`config.mk`:
```
export PLATFORM = sky130hd
export DESIGN_NAME = pidsg_queue
export DESIGN_NICKNAME = d
export VERILOG_FILES = /design/src/sv/pidsg_pkg.sv /design/src/sv/pidsg_queue.sv
export SDC_FILE = /design/constraint.sdc
export NUM_CORES = 1
export LEC_CHECK = 0
export CAP_MARGIN = 25
export CORE_UTILIZATION = 47
export CTS_CLUSTER_DIAMETER = 50
export DETAILED_ROUTE_END_ITERATION = 10
export DONT_BUFFER_PORTS = 1
export GPL_TIMING_DRIVEN = 0
export HOLD_SLACK_MARGIN = 0.15
export PLACE_DENSITY = 0.59
export SYNTH_ARGS = -nofsm -noshare
export SYNTH_HDL_FRONTEND = slang
export SYNTH_SLANG_ARGS = --single-unit
```
`constraint.sdc`:
```
create_clock -name clk -period 4.08 [get_ports clk]
set_input_delay 0.204 -clock clk [delete_from_list [all_inputs] [get_ports clk]]
set_output_delay 0.204 -clock clk [all_outputs]
set_load 0.02 [all_outputs]
```
`src/sv/pidsg_pkg.sv`:
```
// ----------------------------------------------------------------------------
// pidsg_pkg
// shared types and constants of the sectional-gain pid regulator
// ----------------------------------------------------------------------------
package pidsg_pkg;

  localparam int GAIN_W      = 32;
  localparam int LIMIT_W     = 31;
  localparam int INTEG_W     = 32;
  localparam int TERM_W      = 48;
  localparam int REG_IDX_W   = 4;
  localparam int CFG_DATA_W  = 32;
  localparam int QUEUE_DEPTH = 4;

  // largest magnitude of a scaled term
  localparam logic [TERM_W-1:0] TERM_MAX = 48'h7FFF_FFFF_FFFF;

  typedef enum logic [REG_IDX_W-1:0] {
    REG_PROP_GAIN       = 4'd0,
    REG_PROP_GAIN_LARGE = 4'd1,
    REG_SECTION_ENABLE  = 4'd2,
    REG_ERROR_THRESHOLD = 4'd3,
    REG_INTEGRAL_GAIN   = 4'd4,
    REG_DERIV_GAIN      = 4'd5,
    REG_INTEGRAL_LIMIT  = 4'd6,
    REG_OUTPUT_LIMIT    = 4'd7
  } reg_idx_t;

  localparam logic [GAIN_W-1:0]  RST_PROP_GAIN       = 32'd16384000;
  localparam logic [GAIN_W-1:0]  RST_PROP_GAIN_LARGE = 32'd26214400;
  localparam logic               RST_SECTION_ENABLE  = 1'b0;
  localparam logic [GAIN_W-1:0]  RST_ERROR_THRESHOLD = 32'd65536000;
  localparam logic [GAIN_W-1:0]  RST_INTEGRAL_GAIN   = 32'd327680;
  localparam logic [GAIN_W-1:0]  RST_DERIV_GAIN      = 32'd0;
  localparam logic [LIMIT_W-1:0] RST_INTEGRAL_LIMIT  = 31'd327680000;
  localparam logic [LIMIT_W-1:0] RST_OUTPUT_LIMIT    = 31'd1048576000;

  typedef struct packed {
    logic [GAIN_W-1:0]  prop_gain;
    logic [GAIN_W-1:0]  prop_gain_large;
    logic               section_enable;
    logic [GAIN_W-1:0]  error_threshold;
    logic [GAIN_W-1:0]  integral_gain;
    logic [GAIN_W-1:0]  deriv_gain;
    logic [LIMIT_W-1:0] integral_limit;
    logic [LIMIT_W-1:0] output_limit;
  } cfg_t;

  typedef struct packed {
    logic full;
    logic empty;
  } queue_status_t;

endpackage

```
`src/sv/pidsg_queue.sv`:
```
// ----------------------------------------------------------------------------
// pidsg_queue
// small register queue between front and back
// ----------------------------------------------------------------------------
module pidsg_queue import pidsg_pkg::*; #(
  parameter int WIDTH = 8,
  parameter int DEPTH = 4
) (
  input  logic             clk,
  input  logic             rst,
  input  logic             push,
  input  logic [WIDTH-1:0] push_data,
  input  logic             pop,
  output logic [WIDTH-1:0] head,
  output queue_status_t    status
);

  localparam int PTR_W = (DEPTH > 1) ? $clog2(DEPTH) : 1;
  localparam int CNT_W = $clog2(DEPTH + 1);

  logic [WIDTH-1:0] slots [DEPTH];
  logic [PTR_W-1:0] wr_ptr;
  logic [PTR_W-1:0] rd_ptr;
  logic [CNT_W-1:0] count;

  always_ff @(posedge clk) begin
    if (push) begin
      slots[wr_ptr] <= push_data;
    end
  end

  always_ff @(posedge clk) begin
    if (rst) begin
      wr_ptr <= '0;
      rd_ptr <= '0;
      count  <= '0;
    end else begin
      if (push) begin
        wr_ptr <= (wr_ptr == PTR_W'(DEPTH - 1)) ? '0 : wr_ptr + 1'b1;
      end
      if (pop) begin
        rd_ptr <= (rd_ptr == PTR_W'(DEPTH - 1)) ? '0 : rd_ptr + 1'b1;
      end
      case ({push, pop})
        2'b10:   count <= count + 1'b1;
        2'b01:   count <= count - 1'b1;
        default: count <= count;
      endcase
    end
  end

  assign head         = slots[rd_ptr];
  assign status.full  = (count == CNT_W'(DEPTH));
  assign status.empty = (count == '0);

endmodule

```
==> insert_results.sql <==
INSERT INTO impl_metrics (metric_group, metric, value, unit) VALUES
('cells_and_area', 'layout.cells.most_common_list', 'sky130_fd_sc_hd__edfxtp_1 (32), sky130_fd_sc_hd__dlygate4sd3_1 (11), sky130_fd_sc_hd__dfxtp_1 (9), sky130_fd_sc_hd__mux4_2 (8)', ''),
('flow_run', 'timing.max_cap.violations', '0', ''),
('floorplan', 'die_x', '60.44', 'µm'),
('pwr', 'vdd_drop_max', '226.4', 'µV'),
('routing', 'drt-pass1-iter-count', '4', ''),
('clocking', 'cts_num_sinks', '41', ''),
('grt', 'globalRouteOverflowTotal', '0', ''),
('clocking', 'tritoncts', 'done', ''),
('place', 'detailedPlace.worstSlack', '2498', 'ps'),
('logic_synthesis', 'per_instance_average_area_after_synthesis', '17.84', 'µm²'),
('clocking', 'worstSkewPairLatency', '340', 'ps'),
('grt', 'grt_use_total', '14.77', '%'),
('clocking', 'cts_root_buf', 'sky130_fd_sc_hd__clkbuf_4', ''),
('setup_path', 'critPathCaptureType', 'register', ''),
('timing', 'grt_setup_unrepaired', 'false', ''),
('setup_path', 'crit_path_frequent_cell', 'sky130_fd_sc_hd__inv_1', ''),
('cells_and_area', 'area_occupied_by_multi_input_gates', '421.7', 'µm²'),
('logic_synthesis', 'ys_types', '18', ''),
('timing', 'report.final.setup_viol', '0', ''),
('logic_synthesis', 'number_of_flops_mapped_to_enable_cells_by_yosys', '32', ''),
('floorplan', 'fp.dieArea', '3653', 'µm²'),
('routing', 'ratio_of_routed_vias_to_standard_cells', '5.124', ''),
('place', 'numPortBuffers', '0', ''),
('grt', 'grt_pass1_wl', '3.581', 'mm'),
('floorplan', 'coreArea', '3153', 'µm²'),
('status', 'run_status', 'finished, final reports clean', ''),
('logic_synthesis', 'syn-cell-area', '1605', 'µm²'),
('timing', 'max-slew-margin-rel', '58.55', '%'),
('logic_synthesis', 'asyncSetResetFlopFracSynth', '0', '%'),
('setup_path', 'timing.reg2reg.setup_slack', '2480', 'ps'),
('routing', 'drt_wl_total', '2.362', 'mm'),
('setup_path', 'arrival', '2130', 'ps'),
('routing', 'routedWlPerCell', '15.44', 'µm'),
('setup_path', 'slowest_stage', 'sky130_fd_sc_hd__dlygate4sd3_1', ''),
('setup_path', 'crit_family', 'buffers and inverters', ''),
('timing', 'layout_worst_path_cycle_share', '45.41', '%'),
('pwr', 'report.power.total', '0.8671', 'mW'),
('timing', 'tightestPinTransition', '617.0', 'ps'),
('logic_synthesis', 'yosys_warnings', '0', ''),
('clocking', 'cts_htree_levels', '2', ''),
('logic_synthesis', 'postSynthRegisterBits', '41', ''),
('cells_and_area', 'layout.cells.most_common', 'sky130_fd_sc_hd__edfxtp_1', ''),
('setup_path', 'worst-path-max-fanout', '6', ''),
('logic_synthesis', 'synthFlopType', 'sky130_fd_sc_hd__edfxtp_1', ''),
('timing', 'clock_skew', '4.101', 'ps'),
('floorplan', 'io_pins', '22', ''),
('grt', 'via_count_of_the_first_global_routing_pass', '779', ''),
('grt', 'pin_count_of_the_biggest_net_entering_global_routing', '14', ''),
('routing', 'detailed_route_via_count', '784', ''),
('cells_and_area', 'n_antenna_cell', '0', ''),
('timing', 'timing.fmax', '0.5398', 'GHz'),
('timing', 'finalMaxSlewViolations', '0', ''),
('grt', 'number_of_antenna_violations_at_the_first_check_in_global_routing', '0', ''),
('routing', 'drcViolationCount', '0', ''),
('timing', 'finalSetupTns', '0', 'ps'),
('cells_and_area', 'syn_to_final_growth', '16.37', '%'),
('place', 'place_hpwl', '1.574', 'mm'),
('clocking', 'post-cts-setup-buffers', '0', ''),
('routing', 'drtIter0Drc', '24', ''),
('clocking', 'cts.clk_slew.worst_paths', '120', 'ps'),
('place', 'gp_congestion', '0.6228', ''),
('timing', 'final_hold_viol_count', '0', ''),
('setup_path', 'worstPathRequired', '4350', 'ps'),
('routing', 'ant_nets', '0', ''),
('cells_and_area', 'layout.filler_cells', '256', ''),
('logic_synthesis', 'postSynthNetCount', '109', ''),
('logic_synthesis', 'post_synth_inst_count', '90', ''),
('cells_and_area', 'nets', '127', ''),
('cells_and_area', 'share_of_final_layout_standard_cells_stronger_than_drive_strength_1', '16.51', '%'),
('floorplan', 'start_util', '50.91', '%'),
('hold_path', 'worst_hold_path_type', 'in2reg', '');
==> cell usage after synthesis, types with 2 or more instances <==
master	n	area, µm²
sky130_fd_sc_hd__mux2i_1	2	20.02
sky130_fd_sc_hd__nor2_1	7	26.28
sky130_fd_sc_hd__and2_1	4	25.02
sky130_fd_sc_hd__a21oi_1	4	20.02
sky130_fd_sc_hd__nor3b_1	2	15.01
sky130_fd_sc_hd__xor2_1	2	17.52
sky130_fd_sc_hd__inv_1	7	26.28
sky130_fd_sc_hd__ha_1	6	75.07
sky130_fd_sc_hd__dfxtp_1	9	180.2
sky130_fd_sc_hd__edfxtp_1	32	960.9
sky130_fd_sc_hd__mux4_2	8	180.2
==> metal layers <==
layer | vias to the layer above | wire length (µm) | GRT usage [%]
met5 | - | 0 | 0
met4 | 0 | 37 | 6.818
met3 | 6 | 126 | 6.183
met2 | 20 | 1251 | 25.43
met1 | 383 | 946 | 15.79
li1 | 375 | - | -
==> path summary, 6_finish.rpt <==
check                           startpoint         to  depth (start not counted)
worst max register to register    count[0]   count[2]                          5
worst min register to register    count[2]   count[2]                          2
worst min-delay path                  push  wr_ptr[0]                          3
worst max-delay path                  push   count[2]                          8
==> worst min-delay path, cell delays in order <==
cell and delay [ps]:
sky130_fd_sc_hd__nor3b_1 120, sky130_fd_sc_hd__a21oi_1 110, sky130_fd_sc_hd__nor2_1 40
==> registers in the layout, indices dropped and copies added (netlist names), named ones only <==
name,cells
slots,32
rd_ptr,2
count,3
wr_ptr,2
==> power breakdown <==
part	internal (mW)	switching [mW]	total (mW)
Combinational	0.0391	0.0565	0.0956
Clock	0.165	0.126	0.291
Sequential	0.472	0.00894	0.481
Total	0.676	0.191	0.867
==> per-stage QoR <==
stage                     instance area (µm²)  hold WS [ps]  util [%]  std cells
after CTS                                1868         153.3     59.25        153
after floorplan                          1605         273.1         -         90
after global routing                     1868         164.6     59.25        153
after global placement                   1660         275.2     52.66        134
after detailed placement                 1660         279.5     52.66        134
final                                    1868         165.9     59.25        153
==> timing repair <==
item / 4_1_cts / 5_1_grt
setup endpoints to repair: 0 / 0
hold buffers: 11 / 0
endpoints found under the hold margin: 41 / 0
==> cell families (layout without fill, tap and decap cells) <==
| kind of cell | after synthesis | after routing | synth area share (%) |
|---|---|---|---|
| AO/OA/AOI/OAI | 5 | 5 | 1.559 |
| XOR/XNOR | 2 | 2 | 1.091 |
| buffers and inverters | 9 | 28 | 2.650 |
| AND/OR/NAND/NOR | 16 | 16 | 5.222 |
| flip-flops | 41 | 41 | 71.08 |
| adder cells (fa/ha/maj) | 7 | 7 | 5.924 |
| multiplexers | 10 | 10 | 12.47 |
==> area by class of cell <==
type | instances | share of cell area, %
Multi-Input combinational cell | 40 | 22.57
Buffer | 2 | 0.8707
Clock buffer | 6 | 3.349
Sequential cell | 41 | 61.08
Inverter | 7 | 1.407
Timing Repair Buffer | 11 | 5.894
Clock inverter | 2 | 1.875
Tap cell | 44 | 2.947
Power figures use the tool's default switching activity.
