$ cat config.mk
export PLATFORM = sky130hd
export DESIGN_NAME = pidsg_front_flat
export DESIGN_NICKNAME = d
export VERILOG_FILES = /design/src/sv/pidsg_pkg.sv /design/src/sv/pidsg_in_if.sv /design/src/sv/pidsg_front.sv /design/src/flat_wrapper.sv
export SDC_FILE = /design/constraint.sdc
export NUM_CORES = 1
export LEC_CHECK = 0
export ABC_AREA = 1
export BUFFER_PORTS_ARGS = -buffer_cell sky130_fd_sc_hd__buf_2
export CORE_MARGIN = 1.5
export CORE_UTILIZATION = 52
export DETAILED_ROUTE_END_ITERATION = 6
export PLACE_DENSITY_LB_ADDON = 0.12
export SYNTH_ARGS = -nofsm -noshare
export SYNTH_HDL_FRONTEND = slang
export SYNTH_SLANG_ARGS = --single-unit
$ cat constraint.sdc
create_clock -name clk -period 5.32 [get_ports clk]
set_input_delay 0.532 -clock clk [delete_from_list [all_inputs] [get_ports clk]]
set_output_delay 0.532 -clock clk [all_outputs]
set_load 0.1 [all_outputs]
$ cat src/sv/pidsg_pkg.sv
// ----------------------------------------------------------------------------
// pidsg_pkg
// shared types and constants of the sectional-gain pid regulator
// ----------------------------------------------------------------------------
package pidsg_pkg;

  localparam int GAIN_W      = 32;
  localparam int LIMIT_W     = 31;
  localparam int INTEG_W     = 32;
  localparam int TERM_W      = 48;
  localparam int REG_IDX_W   = 4;
  localparam int CFG_DATA_W  = 32;
  localparam int QUEUE_DEPTH = 4;

  // largest magnitude of a scaled term
  localparam logic [TERM_W-1:0] TERM_MAX = 48'h7FFF_FFFF_FFFF;

  typedef enum logic [REG_IDX_W-1:0] {
    REG_PROP_GAIN       = 4'd0,
    REG_PROP_GAIN_LARGE = 4'd1,
    REG_SECTION_ENABLE  = 4'd2,
    REG_ERROR_THRESHOLD = 4'd3,
    REG_INTEGRAL_GAIN   = 4'd4,
    REG_DERIV_GAIN      = 4'd5,
    REG_INTEGRAL_LIMIT  = 4'd6,
    REG_OUTPUT_LIMIT    = 4'd7
  } reg_idx_t;

  localparam logic [GAIN_W-1:0]  RST_PROP_GAIN       = 32'd16384000;
  localparam logic [GAIN_W-1:0]  RST_PROP_GAIN_LARGE = 32'd26214400;
  localparam logic               RST_SECTION_ENABLE  = 1'b0;
  localparam logic [GAIN_W-1:0]  RST_ERROR_THRESHOLD = 32'd65536000;
  localparam logic [GAIN_W-1:0]  RST_INTEGRAL_GAIN   = 32'd327680;
  localparam logic [GAIN_W-1:0]  RST_DERIV_GAIN      = 32'd0;
  localparam logic [LIMIT_W-1:0] RST_INTEGRAL_LIMIT  = 31'd327680000;
  localparam logic [LIMIT_W-1:0] RST_OUTPUT_LIMIT    = 31'd1048576000;

  typedef struct packed {
    logic [GAIN_W-1:0]  prop_gain;
    logic [GAIN_W-1:0]  prop_gain_large;
    logic               section_enable;
    logic [GAIN_W-1:0]  error_threshold;
    logic [GAIN_W-1:0]  integral_gain;
    logic [GAIN_W-1:0]  deriv_gain;
    logic [LIMIT_W-1:0] integral_limit;
    logic [LIMIT_W-1:0] output_limit;
  } cfg_t;

  typedef struct packed {
    logic full;
    logic empty;
  } queue_status_t;

endpackage

$ cat src/sv/pidsg_in_if.sv
// ----------------------------------------------------------------------------
// pidsg_in_if
// sample channel: reference and feedback of one control tick
// ----------------------------------------------------------------------------
interface pidsg_in_if #(
  parameter int DATA_WIDTH = 32
) ();
  logic                         valid;
  logic                         ready;
  logic signed [DATA_WIDTH-1:0] reference;
  logic signed [DATA_WIDTH-1:0] feedback;

  modport source (output valid, output reference, output feedback, input ready);
  modport sink   (input valid, input reference, input feedback, output ready);
endinterface

$ cat src/sv/pidsg_front.sv
// ----------------------------------------------------------------------------
// pidsg_front
// forms error, magnitude, gain section and clipped error difference
// ----------------------------------------------------------------------------
module pidsg_front import pidsg_pkg::*; #(
  parameter int DATA_WIDTH = 32
) (
  input  logic                            clk,
  input  logic                            rst,
  pidsg_in_if.sink                        sample,
  input  cfg_t                            cfg,
  input  queue_status_t                   qstat,
  output logic                            push,
  output logic [2*DATA_WIDTH+5:0]         job
);

  localparam int MAG_W  = DATA_WIDTH + 1;
  localparam int DIFF_W = DATA_WIDTH + 2;
  localparam int CMP_W  = (MAG_W > GAIN_W) ? MAG_W : GAIN_W;
  localparam int CLIP_W = (DIFF_W > TERM_W) ? DIFF_W : TERM_W;

  logic [MAG_W-1:0]  err;
  logic [MAG_W-1:0]  previous_error;
  logic              err_neg;
  logic [MAG_W-1:0]  err_mag;
  logic              big_err;
  logic [DIFF_W-1:0] diff;
  logic              diff_neg;
  logic [DIFF_W-1:0] diff_abs;
  logic [DIFF_W-1:0] diff_mag;

  assign sample.ready = !qstat.full;
  assign push         = sample.valid && sample.ready;

  always_comb begin
    err      = {sample.reference[DATA_WIDTH-1], sample.reference}
             - {sample.feedback[DATA_WIDTH-1], sample.feedback};
    err_neg  = err[MAG_W-1];
    err_mag  = err_neg ? (~err + 1'b1) : err;
    big_err  = cfg.section_enable
             && (CMP_W'(err_mag) >= CMP_W'(cfg.error_threshold));
    diff     = {err[MAG_W-1], err} - {previous_error[MAG_W-1], previous_error};
    diff_neg = diff[DIFF_W-1];
    diff_abs = diff_neg ? (~diff + 1'b1) : diff;
    // clip the difference to the term range before scaling
    if (CLIP_W'(diff_abs) > CLIP_W'(TERM_MAX)) begin
      diff_mag = DIFF_W'(TERM_MAX);
    end else begin
      diff_mag = diff_abs;
    end
    job = {err_neg, err_mag, big_err, diff_neg, diff_mag};
  end

  always_ff @(posedge clk) begin
    if (rst) begin
      previous_error <= '0;
    end else if (push) begin
      previous_error <= err;
    end
  end

endmodule

$ cat src/flat_wrapper.sv
// flat-port wrapper written by rule: the top's interface ports become plain ports
module pidsg_front_flat import pidsg_pkg::*;
#(
  parameter int DATA_WIDTH = 32
)
  (clk, rst, cfg, qstat, push, job, sample_valid, sample_reference, sample_feedback, sample_ready);
  pidsg_in_if #(.DATA_WIDTH(DATA_WIDTH)) sample_i ();
  input  logic clk;
  input  logic rst;
  input  cfg_t cfg;
  input  queue_status_t qstat;
  output logic push;
  output logic [2*DATA_WIDTH+5:0] job;
  input wire logic [$bits(sample_i.valid)-1:0] sample_valid;
  input wire logic [$bits(sample_i.reference)-1:0] sample_reference;
  input wire logic [$bits(sample_i.feedback)-1:0] sample_feedback;
  output wire logic [$bits(sample_i.ready)-1:0] sample_ready;
  assign sample_i.valid = sample_valid;
  assign sample_i.reference = sample_reference;
  assign sample_i.feedback = sample_feedback;
  assign sample_ready = sample_i.ready;
  pidsg_front #(.DATA_WIDTH(DATA_WIDTH)) u_core (.clk(clk), .rst(rst), .sample(sample_i), .cfg(cfg), .qstat(qstat), .push(push), .job(job));
endmodule
==> impl_metrics.xml <==
<?xml version="1.0" encoding="UTF-8"?>
<metrics>
  <group name="run_status">
    <metric name="outcome" unit="">complete, no violations</metric>
  </group>
  <group name="logic_synthesis">
    <metric name="synth.largest_area_cell" unit="">sky130_fd_sc_hd__nand2_1</metric>
    <metric name="synth-simple-area-share" unit="%">47.5</metric>
    <metric name="syn_nets" unit="">2338</metric>
    <metric name="synth-adder-area-share" unit="%">12.9</metric>
    <metric name="ys_top_cells_by_area" unit="">sky130_fd_sc_hd__nand2_1, sky130_fd_sc_hd__inv_1, sky130_fd_sc_hd__ha_1</metric>
    <metric name="synth-edff-count" unit="">0</metric>
    <metric name="synthesis.yosys.warnings" unit="">0</metric>
    <metric name="synth_xor_xnor_area_share" unit="%">5.06</metric>
    <metric name="synth.mux.area_fraction" unit="%">0</metric>
    <metric name="post-synth-top-count-cell" unit="">sky130_fd_sc_hd__nand2_1</metric>
    <metric name="synth_top_area_share" unit="%">24.9</metric>
    <metric name="synth_top_family_by_area" unit="">simple AND/OR/NAND/NOR gates</metric>
    <metric name="synth_ff_type" unit="">sky130_fd_sc_hd__dfxtp_1</metric>
    <metric name="syn-instance-count" unit="">1945</metric>
    <metric name="netlist_cell_types" unit="">45</metric>
    <metric name="synth.avg_cell_area" unit="sq um">5.11</metric>
    <metric name="synth-compound-area-share" unit="%">9.21</metric>
    <metric name="synth_area" unit="sq um">9940</metric>
    <metric name="async_sr_flop_fraction" unit="%">0</metric>
    <metric name="ys_seq_area_share" unit="%">6.65</metric>
    <metric name="ys_seq_elements" unit="">33</metric>
    <metric name="netlist_top_cells_count" unit="">sky130_fd_sc_hd__nand2_1, sky130_fd_sc_hd__inv_1, sky130_fd_sc_hd__nor2_1</metric>
  </group>
  <group name="placed_design">
    <metric name="postPlaceCellArea" unit="sq um">12400</metric>
    <metric name="portBuffers" unit="">172</metric>
    <metric name="gpl.final_weighted_congestion" unit="">1.03</metric>
    <metric name="detailedPlacementHpwl" unit="microns">29500</metric>
  </group>
  <group name="worst_setup_path">
    <metric name="cell_with_the_largest_stage_delay_on_the_worst_path" unit="">sky130_fd_sc_hd__fa_2</metric>
    <metric name="critPathLaunchType" unit="">input pin</metric>
    <metric name="critPathArrivalTime" unit="ns">4.73</metric>
    <metric name="cp.required" unit="ns">4.79</metric>
    <metric name="endpoint_kind" unit="">primary output</metric>
    <metric name="worst_path_top_cell_family_by_delay" unit="">simple AND/OR/NAND/NOR gates</metric>
    <metric name="crit_path_max_fanout" unit="">2</metric>
    <metric name="critical_path_buf_inv_count" unit="">6</metric>
    <metric name="setup.worst_path.class" unit="">input pin to primary output</metric>
    <metric name="max_stage_delay" unit="ns">0.58</metric>
    <metric name="most_frequent_cell_on_the_critical_path" unit="">sky130_fd_sc_hd__nand2_1</metric>
  </group>
  <group name="timing">
    <metric name="finalHoldViolCount" unit="">0</metric>
    <metric name="fmaxAchievable" unit="MHz">190</metric>
    <metric name="finalWorstPathRequiredPeriod" unit="ns">5.27</metric>
    <metric name="finClkSkew" unit="ns">0</metric>
    <metric name="tightest_slew" unit="ns">0.622</metric>
    <metric name="timing.max_slew.rel_slack" unit="%">58.5</metric>
    <metric name="grt_setup_unrepaired" unit="">yes</metric>
    <metric name="period_share" unit="%">99.0</metric>
    <metric name="totalNegativeSetupSlack" unit="ns">0</metric>
    <metric name="setup_viol" unit="">0</metric>
    <metric name="slew_violations" unit="">0</metric>
  </group>
  <group name="routing">
    <metric name="postRouteWirelength" unit="microns">35200</metric>
    <metric name="drt_iter0_markers" unit="">865</metric>
    <metric name="route.detailed.drc" unit="">0</metric>
    <metric name="via_count" unit="">12663</metric>
    <metric name="detail-route-antenna-nets" unit="">0</metric>
    <metric name="number_of_iterations_in_the_first_detailed_routing_pass" unit="">6</metric>
    <metric name="post_drt_via_cell_ratio" unit="">5.16</metric>
    <metric name="wire_per_inst" unit="microns">14.3</metric>
  </group>
  <group name="grt">
    <metric name="maximum_number_of_pins_on_one_net_before_global_route_repair" unit="">62</metric>
    <metric name="grt_antenna_before_repair" unit="">0</metric>
    <metric name="via_count_of_the_first_global_routing_pass" unit="">11758</metric>
    <metric name="gr_layer_usage_met1" unit="%">38.0</metric>
    <metric name="grt_util_met2" unit="%">64.2</metric>
    <metric name="global_route_wire_length_before_repair" unit="microns">54500</metric>
    <metric name="use_met3" unit="%">2.13</metric>
    <metric name="most_crowded_layer_gr" unit="">met2</metric>
    <metric name="grt_usage" unit="%">34.1</metric>
    <metric name="grt_overflow_total" unit="">0</metric>
  </group>
  <group name="pwr">
    <metric name="internal_power" unit="W">0.00235</metric>
    <metric name="pwr_density_cell" unit="nW/um^2">488</metric>
    <metric name="switching_share" unit="%">64.0</metric>
    <metric name="clock_power_share" unit="%">4.8</metric>
    <metric name="comb_power_share" unit="%">91.1</metric>
    <metric name="leakage" unit="nW">7.85</metric>
    <metric name="power.switching" unit="W">0.00417</metric>
    <metric name="seq_power_share" unit="%">4.2</metric>
    <metric name="vdd.ir_drop.worst" unit="uV">256</metric>
  </group>
  <group name="clock_network">
    <metric name="root_buffer" unit="">sky130_fd_sc_hd__clkbuf_16</metric>
    <metric name="cts.htree.levels" unit="">2</metric>
    <metric name="cts_buffers" unit="">5</metric>
    <metric name="cts.sinks" unit="">33</metric>
    <metric name="worstSkewPairLatency" unit="ns">0.28</metric>
    <metric name="clkSlewWorstSetupHoldPaths" unit="ns">0.06</metric>
    <metric name="tritoncts" unit="">built</metric>
    <metric name="max-clock-path-buffers" unit="">2</metric>
  </group>
  <group name="finish">
    <metric name="number_of_flip_flops_in_the_largest_register" unit="">33</metric>
    <metric name="post_route_cells_drive_above_1_share" unit="%">24.1</metric>
    <metric name="num_antenna_cells" unit="">0</metric>
    <metric name="top_register" unit="">u_core.previous_error</metric>
    <metric name="fillerInstances" unit="">1569</metric>
    <metric name="reg.largest.list" unit="">u_core.previous_error: 33 flops</metric>
    <metric name="final_net_count" unit="">2614</metric>
    <metric name="final_design_area_no_fill" unit="sq um">13300</metric>
    <metric name="layout-area-overhead-vs-synth" unit="%">34.2</metric>
  </group>
  <group name="run">
    <metric name="max_cap_viol_count" unit="">0</metric>
  </group>
  <group name="floorplan">
    <metric name="rows" unit="">50</metric>
    <metric name="initial_utilization" unit="%">53.1</metric>
    <metric name="fp.dieH" unit="microns">141</metric>
    <metric name="io_pins" unit="">364</metric>
    <metric name="die_width" unit="microns">141</metric>
    <metric name="coreArea" unit="sq um">18700</metric>
    <metric name="die-area" unit="sq um">20000</metric>
  </group>
  <group name="hold_path">
    <metric name="hold_class" unit="">register to register</metric>
  </group>
</metrics>
## per-stage QoR
stage	power, W	utilization, %	hold slack (ns)	worst slack [ns]	std cells
after floorplan	0.00417	-	0.442	-0.674	1945
after global placement	0.00588	66.5	0.456	0.0560	2430
after detailed placement	0.00594	66.5	0.475	-0.0496	2430
after CTS	0.00627	67.8	0.484	0.000765	2447
after global routing	0.00689	71.3	0.522	-0.162	2456
final	0.00652	71.3	0.485	0.0543	2456
## layout by cell type (no fill, tap or decap), drive strengths merged, types with 7 or more instances in the layout
master,count
xnor2,15
nand2,691
and2,7
o21ai,53
nand3,121
a21oi,93
nand4,50
nor2,195
clkbuf,8
ha,99
nor3,29
xor2,39
inv,467
o21bai,8
dfxtp,33
buf,289
## cell type report
type	instances	area [sq um]	area share (%)
multi-input combinational	1424	8160	61.2
timing repair buffer	290	2320	17.4
inverter	467	1750	13.1
sequential	33	661	4.95
tap	234	293	2.19
clock buffer	7	153	1.14
clock inverter	1	5.00	0.0375
## worst register-to-register path, delay by kind of cell (launching register included)
family / cells / cell delay [ns]
flip-flops: 1 / 0.32
buffers and inverters: 2 / 0.16
AO/OA/AOI/OAI: 2 / 0.29
## routing by layer
metal | vias to the layer above | part of all wire, %
met3 | 129 | 4.6
li1 | 6485 | -
met4 | 0 | 6.5
met1 | 5554 | 39
met2 | 495 | 50
met5 | - | 0
## logic make-up after synthesis
group | Yosys count
flops | 33
xor+xnor | 54
fa+ha+maj | 101
compound gates | 167
simple gates | 1102
buf+inv | 488
## power by group through the flow
| stage | Combinational, W | Sequential, W | Clock, W |
|---|---|---|---|
| floorplan | 0.00389 | 0.000275 | 0 |
| global placement | 0.00560 | 0.000276 | 0 |
| detailed placement | 0.00566 | 0.000276 | 0 |
| CTS | 0.00569 | 0.000271 | 0.000311 |
| global route | 0.00630 | 0.000273 | 0.000322 |
| finish | 0.00593 | 0.000271 | 0.000311 |
## repair_timing
action / CTS / global route
hold buffers: 0 / 0
pin swaps: 16 / 33
resized for setup: 8 / 136
buffers inserted: 9 / 9
endpoints found under the setup margin: 1 / 34
gates cloned: 0 / 1
## path summary, 6_finish.rpt
check                                  from                        end  slack, ns  cells past startpoint
hold reg to reg    u_core.previous_error[2]   u_core.previous_error[2]       0.48                      2
setup reg to reg  u_core.previous_error[21]  u_core.previous_error[21]       4.50                      4
setup / recovery        sample_reference[0]                    job[35]       0.05                     33
hold / removal     u_core.previous_error[2]   u_core.previous_error[2]       0.48                      2
Power figures use the tool's default switching activity.
